`src/hw/rtl/rrd_pkg.sv`:
```
package rrd_pkg;

  localparam logic [7:0] StartByte   = 8'haa;
  localparam logic [7:0] EndByte     = 8'h55;
  localparam logic [7:0] CodeRead    = 8'h7f;
  localparam logic [7:0] CodeWrite   = 8'h7e;
  localparam logic [7:0] CodeReset   = 8'h7d;
  localparam logic [7:0] CodeUnknown = 8'hfe;
  localparam logic [7:0] CodeError   = 8'hfd;

  localparam logic [3:0] LenRead     = 4'd9;
  localparam logic [3:0] LenWrite    = 4'd5;
  localparam logic [3:0] LenReset    = 4'd3;
  localparam logic [3:0] LenError    = 4'd4;

  localparam logic [3:0] PosHunt     = 4'd0;
  localparam logic [3:0] PosCode     = 4'd1;
  localparam logic [3:0] PosAddrHi   = 4'd2;
  localparam logic [3:0] PosAddrLo   = 4'd3;
  localparam logic [3:0] PosDataLo   = 4'd4;
  localparam logic [3:0] PosDataHi   = 4'd7;

endpackage

```
`src/hw/rtl/register_response_deframer_top.sv`:
```
// Bytes pass the input register, then the result register (status, read_data).
// Throughput: one byte per cycle. While a finished result waits to be taken, one
// more byte can enter the input register, then the input stalls until the result goes.
// A byte that does not end a frame or break framing gives no result.
// Reset (rst_ni low, asynchronous) clears the frame state to hunting for a start
// byte and empties both the input register and the result register.
module register_response_deframer_top (
  input  logic        clk_i,
  input  logic        rst_ni,
  input  logic        in_valid_i,
  output logic        in_stall_o,
  input  logic [7:0]  rx_byte_i,
  input  logic        mode_i,
  input  logic [15:0] expected_address_i,
  output logic        out_valid_o,
  input  logic        out_stall_i,
  output logic        status_o,
  output logic [31:0] read_data_o
);

  import rrd_pkg::*;

  logic        stage_valid_q, stage_valid_d;
  logic [7:0]  byte_q;
  logic        mode_q;
  logic [15:0] addr_q;

  logic [3:0]  pos_q, pos_d;
  logic [3:0]  len_q, len_d;
  logic        mis_q, mis_d;
  logic [31:0] data_q, data_d;
  logic        lmode_q, lmode_d;
  logic [15:0] laddr_q, laddr_d;

  logic        out_valid_q, out_valid_d;
  logic        status_q;
  logic [31:0] rdata_q;

  logic        out_free;
  logic        fire;
  logic        in_accept;
  logic        emit;
  logic        emit_status;
  logic [31:0] emit_data;
  logic        bad_code;
  logic [7:0]  want_code;

  assign out_free   = !out_valid_q || !out_stall_i;
  assign fire       = stage_valid_q && out_free;
  assign in_stall_o = stage_valid_q && !out_free;
  assign in_accept  = in_valid_i && !in_stall_o;
  assign want_code  = lmode_q ? CodeRead : CodeWrite;

  always_comb begin
    pos_d       = pos_q;
    len_d       = len_q;
    mis_d       = mis_q;
    data_d      = data_q;
    lmode_d     = lmode_q;
    laddr_d     = laddr_q;
    emit        = 1'b0;
    emit_status = 1'b1;
    emit_data   = '0;
    bad_code    = 1'b0;
    if (pos_q == PosHunt) begin
      lmode_d = mode_q;
      laddr_d = addr_q;
      mis_d   = 1'b0;
      data_d  = '0;
      len_d   = '0;
      if (byte_q != StartByte) begin
        emit = 1'b1;
      end else begin
        pos_d = PosCode;
      end
    end else begin
      if (pos_q == PosCode) begin
        unique case (byte_q) inside
          CodeRead:  len_d = LenRead;
          CodeWrite: len_d = LenWrite;
          CodeReset: len_d = LenReset;
          CodeError, CodeUnknown: len_d = LenError;
          default:   bad_code = 1'b1;
        endcase
        if (bad_code) begin
          pos_d = PosHunt;
          len_d = '0;
          emit  = 1'b1;
        end else if (byte_q != want_code) begin
          mis_d = 1'b1;
        end
      end else if (!mis_q) begin
        if (pos_q == PosAddrHi) begin
          if (byte_q != laddr_q[15:8]) mis_d = 1'b1;
        end else if (pos_q == PosAddrLo) begin
          if (byte_q != laddr_q[7:0]) mis_d = 1'b1;
        end else if (pos_q == len_q - 4'd1) begin
          if (byte_q != EndByte) mis_d = 1'b1;
        end else if (lmode_q && pos_q >= PosDataLo && pos_q <= PosDataHi) begin
          data_d = {data_q[23:0], byte_q};
        end
      end
      if (!bad_code) begin
        if ({1'b0, pos_q} + 5'd1 >= {1'b0, len_d}) begin
          emit        = 1'b1;
          emit_status = mis_d;
          emit_data   = (!mis_d && lmode_q) ? data_d : '0;
          pos_d       = PosHunt;
        end else begin
          pos_d = pos_q + 4'd1;
        end
      end
    end
  end

  always_comb begin
    stage_valid_d = stage_valid_q;
    if (in_accept) begin
      stage_valid_d = 1'b1;
    end else if (fire) begin
      stage_valid_d = 1'b0;
    end
    out_valid_d = out_valid_q;
    if (out_free) begin
      out_valid_d = fire && emit;
    end
  end

  always_ff @(posedge clk_i or negedge rst_ni) begin
    if (!rst_ni) begin
      stage_valid_q <= 1'b0;
      out_valid_q   <= 1'b0;
      pos_q         <= PosHunt;
      len_q         <= '0;
      mis_q         <= 1'b0;
      data_q        <= '0;
      lmode_q       <= 1'b0;
      laddr_q       <= '0;
    end else begin
      stage_valid_q <= stage_valid_d;
      out_valid_q   <= out_valid_d;
      if (fire) begin
        pos_q   <= pos_d;
        len_q   <= len_d;
        mis_q   <= mis_d;
        data_q  <= data_d;
        lmode_q <= lmode_d;
        laddr_q <= laddr_d;
      end
    end
  end

  always_ff @(posedge clk_i) begin
    if (in_accept) begin
      byte_q <= rx_byte_i;
      mode_q <= mode_i;
      addr_q <= expected_address_i;
    end
    if (fire && emit && out_free) begin
      status_q <= emit_status;
      rdata_q  <= emit_data;
    end
  end

  assign out_valid_o = out_valid_q;
  assign status_o    = status_q;
  assign read_data_o = rdata_q;

  a_pos_range: assert property (@(posedge clk_i) disable iff (!rst_ni)
    pos_q < LenRead)
    else $error("frame position beyond longest frame");

  a_pos_in_frame: assert property (@(posedge clk_i) disable iff (!rst_ni)
    pos_q >= PosAddrHi |-> pos_q < len_q)
    else $error("frame position past frame length");

  a_data_only_ok: assert property (@(posedge clk_i) disable iff (!rst_ni)
    out_valid_o && read_data_o != '0 |-> !status_o)
    else $error("read data on failed reply");

  a_emit_hunt: assert property (@(posedge clk_i) disable iff (!rst_ni)
    fire && emit |=> pos_q == PosHunt)
    else $error("result without return to hunting");

endmodule

```
`config.mk`:
```
export PLATFORM = sky130hd
export DESIGN_NAME = register_response_deframer_top
export DESIGN_NICKNAME = d
export VERILOG_FILES = /design/src/hw/rtl/rrd_pkg.sv /design/src/hw/rtl/register_response_deframer_top.sv
export SDC_FILE = /design/constraint.sdc
export NUM_CORES = 1
export LEC_CHECK = 0
export ABC_CLOCK_PERIOD_IN_PS = 6700
export BUFFER_PORTS_ARGS = -buffer_cell sky130_fd_sc_hd__buf_4
export CAP_MARGIN = 0
export CORE_MARGIN = 2
export CORE_UTILIZATION = 25
export CTS_BUF_LIST = sky130_fd_sc_hd__clkbuf_16
export DETAILED_ROUTE_END_ITERATION = 7
export SLEW_MARGIN = 5
export SYNTH_ARGS = -nofsm -noshare
export SYNTH_HDL_FRONTEND = slang
export SYNTH_SLANG_ARGS = --single-unit
```
`constraint.sdc`:
```
create_clock -name clk_i -period 6.7 [get_ports clk_i]
set_input_delay 1.34 -clock clk_i [delete_from_list [all_inputs] [get_ports clk_i]]
set_output_delay 1.34 -clock clk_i [all_outputs]
set_load 0.005 [all_outputs]
```
Yosys cells after proc, flatten, opt, wreduce, memory -nomap -nowiden
Cells that the tools add are included.
{ "totals": {"elab_cells": 104, "input_bits": 29, "ff_bits": 118, "out_inout_bits": 35} }
{ "op_classes": {"n_mux": 44, "reduce_logical": 22, "n_lt_le_gt_ge": 3, "bitwise_logic": 2, "n_eq_ne": 17, "n_addsub": 3} }
{ "op_table": {"columns": ["op", "count"], "rows": [
  ["2-to-1 mux 32 bit", 7],
  ["2-to-1 mux 4 bit", 10],
  ["2-to-1 mux 1 bit", 26],
  ["== test 8 x 7 -> 1 bit (second input constant)", 3],
  ["== test 8 bit (second input constant)", 2],
  ["inequality test 8 bit", 2],
  ["one-hot mux 4 bit (4 select lines)", 1],
  ["== test 4 x 2 -> 1 bit (second input constant)", 2],
  ["logical AND 1 bit", 8],
  ["inequality test 8 x 7 -> 1 bit", 1],
  ["inequality test 8 x 7 -> 1 bit (second input constant)", 1],
  ["inequality test 8 bit (second input constant)", 1],
  ["inequality test 3 bit (second input constant)", 2],
  ["adder 4 x 1 -> 5 bit (second input constant)", 1],
  [">= comparator 5 x 4 -> 1 bit", 1],
  ["zero test 1 bit", 5],
  ["OR reduction 5 bit", 1],
  ["adder 4 x 1 -> 4 bit (second input constant)", 1],
  ["== test 4 x 1 -> 1 bit (second input constant)", 1],
  ["== test 4 bit", 1],
  [">= comparator 4 x 3 -> 1 bit (second input constant)", 1],
  ["less-or-equal comparator 4 x 3 -> 1 bit (second input constant)", 1],
  ["zero test 4 bit", 1],
  ["AND reduction 4 bit", 1],
  ["other kinds (9)", 10]
]} }

Logic depth before layout (Yosys ltp)
{ "depth": {"depth_word": 14, "depth_mapped": 13, "depth_no_buf": 11} }

Least setup slack after synthesis
OpenSTA, ideal clock, no wires.
{ "synth_path": {"path_kind": "register to register", "start": "reg byte_q[3]", "end": "reg rdata_q[0], in the netlist read_data_o[0] (enable)", "path_buffers": 2, "arrival_time_ns": 3.069, "stages_incl_launch_ff": 12, "setup_time_ns": 0.409, "synth_period_minus_slack_ns": 3.478, "path_slack_ns": 3.222, "required_ns": 6.291, "cell_sequence": "edfxtp_1 > inv_1 > or3_1 > clkbuf_1 > o41ai_1 > ha_1 > nand2b_1 > a211oi_1 > o21ai_1 > or2_2 > clkbuf_1 > and3_1"} }
{ "synth_between": {"elab_chain_cells": 14} }
{ "synth_lines": {"columns": ["item", "line", "rtl"], "rows": [
  ["from (decl)", "register_response_deframer_top.sv:24", "logic [7:0] byte_q;"],
  ["from (signal assigned)", "register_response_deframer_top.sv:155", "byte_q <= rx_byte_i;"],
  ["== test 8 x 7 -> 1 bit (no line) or == test 8 bit (tied branches)", null, null],
  ["OR reduction 5 bit (no line)", null, null],
  ["2-to-1 mux 1 bit", "register_response_deframer_top.sv:78", "unique case (byte_q) inside"],
  ["2-to-1 mux 1 bit", "register_response_deframer_top.sv:77", "if (pos_q == PosCode) begin"],
  ["2-to-1 mux 1 bit", "register_response_deframer_top.sv:65", "if (pos_q == PosHunt) begin"],
  ["2-to-1 mux 4 bit", "register_response_deframer_top.sv:85", "if (bad_code) begin"],
  ["2-to-1 mux 4 bit", "register_response_deframer_top.sv:77", null],
  ["2-to-1 mux 4 bit", "register_response_deframer_top.sv:65", null],
  [">= comparator 5 x 4 -> 1 bit", "register_response_deframer_top.sv:104", "if ({1'b0, pos_q} + 5'd1 >= {1'b0, len_d}) begin"],
  ["2-to-1 mux 1 bit", "register_response_deframer_top.sv:104", null],
  ["2-to-1 mux 1 bit", "register_response_deframer_top.sv:103", "if (!bad_code) begin"],
  ["2-to-1 mux 1 bit (*)", "register_response_deframer_top.sv:65", null],
  ["logical AND 1 bit (*) (2 in series)", "register_response_deframer_top.sv:159", "if (fire && emit && out_free) begin"],
  ["to (signal assigned)", "register_response_deframer_top.sv:161", "rdata_q <= emit_data;"],
  ["to (decl)", "register_response_deframer_top.sv:37", "logic [31:0] rdata_q;"]
]} }
Mark *: on every way between the ends. The rest lies on a longest branch, timed or not. The select of a mux whose other input is x is not followed.
A chain may end at the register's enable or synchronous reset.

Worst setup path in the final report
{ "layout_path": {"start": "reg byte_q[4]", "end": "reg status_q, in the netlist status_o, data pin"} }
{ "layout_between": {"elab_chain_cells": 11} }
{ "layout_lines": {"columns": ["item", "line", "rtl"], "rows": [
  ["== test 8 x 7 -> 1 bit (no line) or == test 8 bit (tied branches)", null, null],
  ["OR reduction 5 bit (no line)", null, null],
  ["2-to-1 mux 1 bit", "register_response_deframer_top.sv:78", null],
  ["2-to-1 mux 1 bit", "register_response_deframer_top.sv:77", null],
  ["2-to-1 mux 1 bit", "register_response_deframer_top.sv:65", null],
  ["2-to-1 mux 4 bit", "register_response_deframer_top.sv:85", null],
  ["2-to-1 mux 4 bit", "register_response_deframer_top.sv:77", null],
  ["2-to-1 mux 4 bit", "register_response_deframer_top.sv:65", null],
  [">= comparator 5 x 4 -> 1 bit", "register_response_deframer_top.sv:104", null],
  ["inverter 1 bit (no line)", null, null],
  ["OR reduction 3 bit (no line)", null, null],
  ["to (signal assigned)", "register_response_deframer_top.sv:160", "status_q <= emit_status;"],
  ["to (decl)", "register_response_deframer_top.sv:36", "logic status_q;"]
]} }
Parallel ways exist; a longest one is shown, timed or not. The select of a mux whose other input is x is not followed.

==> run summary <==
# fillers - 2481
initial antenna violation count - 0
ys flop type - dfrtp_1
DIE WIDTH - 163 um
postcts setup bufs - 0
Synth top cells by count - o21ai_0 (63), dfrtp_1 (60), edfxtp_1 (58)
Hold Path Sink - laddr_q[8]
grt met3 use - 2.50%
CP top delay family - simple AND/OR/NAND/NOR gates
max-slew violation total from the final report - 0
fin crit period - 3.67 ns
DRT Pass-1 Iters - 5
Die Area - 26400 um2
XOR/XNOR share of the synthesized area - 3.94%
dpl cells - 932
FF/Latch Area - 3240 um2
post-synthesis adder-cell area fraction - 1.79%
Core Region - 24900 um2
Rel. slew slack - 23.2%
met1 usage - 17.1%
Worst Path Required - 6.84 ns
DRT Wirelength - 15.7 mm
run status - complete, no violations
post-detail-place hpwl - 9.64 mm
fin crit share - 54.8%
IO buf count - 63
via count - 4637
EDFF count, synth - 58
post-DR wirelength/cell - 16.3 um
Yosys reg bits - 118
busiest layer in global routing - met2
sequential element share of the synthesized area - 51.6%
first-pass GRT wire length - 25.2 mm
CTS root buffer - clkbuf_16
NumNets Final - 659
Starting DRT DRC Count - 420
Worst Path Buf+Inv - 0
synthesized instance count - 583
Ports - 64
worst hold path class - reg2reg
Die Span Y - 163 um
H-tree Lvls - 4
worst slew pin tran - 1.15 ns
Clock Tree Buf Depth - 2
Worst-path clk slew - 0.06 ns
post-synth top area cell - edfxtp_1
VDD IR max - 0.182 mV
hold buffers post-CTS - 0
crit path max fanout - 33
post-synthesis simple-gate area fraction - 16.3%
final setup skew - 0.0124 ns
area taken by multi-input logic gates - 2690 um2
setup tns final - 0 ns
Area contributors post-synth - edfxtp_1 (28%), dfrtp_1 (24%), nor4_2 (6.0%), o21ai_0 (5.0%), a211oi_1 (3.9%)
hold depth - 1
RSZ-0062 raised after global routing - false
placer congestion estimate - 0.872
clk_lat worst skew - 0.41 ns
leakage - 0.00264 uW
placed cell areas - 7030 um2
total CTS buffers - 17
largest family of logic cells by synthesized area - compound AO/OA/AOI/OAI gates
startpoint type of the worst setup path - flop
critical path type - reg2reg
Total Routing Usage GR - 12.1%
Hold Worst Slack - 0.471 ns
power per cell area - 317 nW/um2
Reg2Reg Setup Slack - 3.03 ns
Avg Cell Area, Syn - 10.8 um2
CP cell instances - nand3_1 -> or3_1 -> o41ai_1 -> ha_1 -> nand2b_1 -> a211oi_1 -> o21ai_1 -> nand2b_2 -> or4_1
GRT overflow - 0
R2R Path Start - byte_q[4]
Final Non-Filler Cells - 964
Final Instance Area - 7660 um2
R2R cell count - 9
ratio of cells with drive above 1 in the final layout - 26.0%
largest net degree at the start of global routing - 65
Critical Path End Type - flop
CTS tree - done
Synth Warn # - 0
Slowest-stage cell, CP - or4_1
Final setup viols - 0
async set-reset flop share out of synthesis - 50.8%
count leader, synth - o21ai_0
max incr delay on CP - 0.70 ns
number of global-route vias before repair - 4551
Ant. Diodes - 0
mux cell area share after synthesis - 3.05%
Via density - 4.81
row count - 58
FF-to-FF End - status_o
post-route antenna net violation count - 0
Syn Nets - 621
clock sink count - 118
Hold Crit Start - addr_q[8]
post-layout util - 30.8%
final hold violations - 0
post-synth cell types - 55
# resized after CTS - 0
DRC errors left - 0
critical path arrival - 3.82 ns
Max-cap violations - 0
Initial Util - 25.2%
Synth Cell Area - 6280 um2
Synth top area share - 27.7%
area added between synthesis and finish - 21.9%
highest clock rate - 272 MHz
GR Util met2 - 18.9%
post-synthesis compound-gate area fraction - 17.0%
## placed cells by master, fill, tap and decap left out, types with 4 or more instances in the layout
| cell type | netlist | final |
|---|---|---|
| o21ai_0 | 63 | 63 |
| nand2_1 | 55 | 55 |
| clkbuf_16 | 0 | 17 |
| ha_1 | 9 | 9 |
| edfxtp_1 | 58 | 58 |
| nor4_2 | 30 | 30 |
| dfrtp_1 | 60 | 60 |
| nand3_1 | 39 | 38 |
| xor2_1 | 12 | 11 |
| o32ai_1 | 24 | 24 |
| a21oi_1 | 5 | 5 |
| bufinv_16 | 0 | 4 |
| nor4_1 | 4 | 4 |
| nor3_1 | 5 | 5 |
| o21ai_1 | 9 | 9 |
| xnor2_1 | 10 | 10 |
| buf_4 | 3 | 73 |
| a211oi_1 | 33 | 33 |
| clkinvlp_4 | 0 | 4 |
| mux2_2 | 17 | 17 |
| inv_1 | 38 | 38 |
| o31ai_1 | 10 | 10 |
## flip-flops by register name, indices dropped and copies added (netlist names)
name and flops:
status_o 1, out_valid_o 1, read_data_o 32, len_q 4, pos_q 4, laddr_q 16
lmode_q 1, stage_valid_q 1, byte_q 8, addr_q 16, mode_q 1, data_q 32
mis_q 1
## worst max-delay path by stage
stage	start	end	slack, ns	cells past startpoint
2_1_floorplan	byte_q[3]	read_data_o[0]	3.22	11
3_3_place_gp	pos_q[3]	status_o	3.11	9
3_5_place_dp	byte_q[2]	status_o	3.01	9
4_1_cts	byte_q[4]	status_o	2.98	9
5_1_grt	byte_q[4]	status_o	2.72	9
6_report	byte_q[4]	status_o	3.03	9
## power breakdown
| group | leakage (uW) | total, uW | switching (uW) | internal [uW] |
|---|---|---|---|---|
| combinational | 0.000985 | 519 | 333 | 186 |
| sequential | 0.00136 | 948 | 73.0 | 875 |
| clock | 0.000294 | 963 | 339 | 624 |
## logic make-up (layout without fill, tap and decap cells)
family,after synthesis,count (layout)
adders and majority gates,9,9
AOI/OAI and AO/OA,161,161
DFF,118,118
muxes,17,17
buffers and inverters,92,143
and+or+nand+nor,161,161
xor gates and xnor gates,25,25
## per-layer routing
| layer | vias to the layer above | part of all wire, % |
|---|---|---|
| li1 | 2256 | - |
| met1 | 2213 | 47 |
| met2 | 158 | 47 |
| met3 | 10 | 5.5 |
| met4 | 0 | 0.84 |
| met5 | - | 0 |
## metrics by stage
step / power, uW / worst slack, ns
floorplan: 1300 / 3.22
global placement: 1480 / 3.11
detailed placement: 1490 / 3.01
CTS: 2460 / 2.98
global route: 2550 / 2.72
finish: 2430 / 3.03
## cell type report
| class | instances | area share [%] |
|---|---|---|
| Clock buffer | 17 | 5.55 |
| Timing Repair Buffer | 73 | 7.15 |
| Inverter | 38 | 1.86 |
| Clock inverter | 15 | 2.65 |
| Sequential cell | 118 | 42.3 |
| Tap cell | 330 | 5.39 |
| Multi-Input combinational cell | 373 | 35.1 |
No activity file was read; power rests on OpenSTA's default activity.
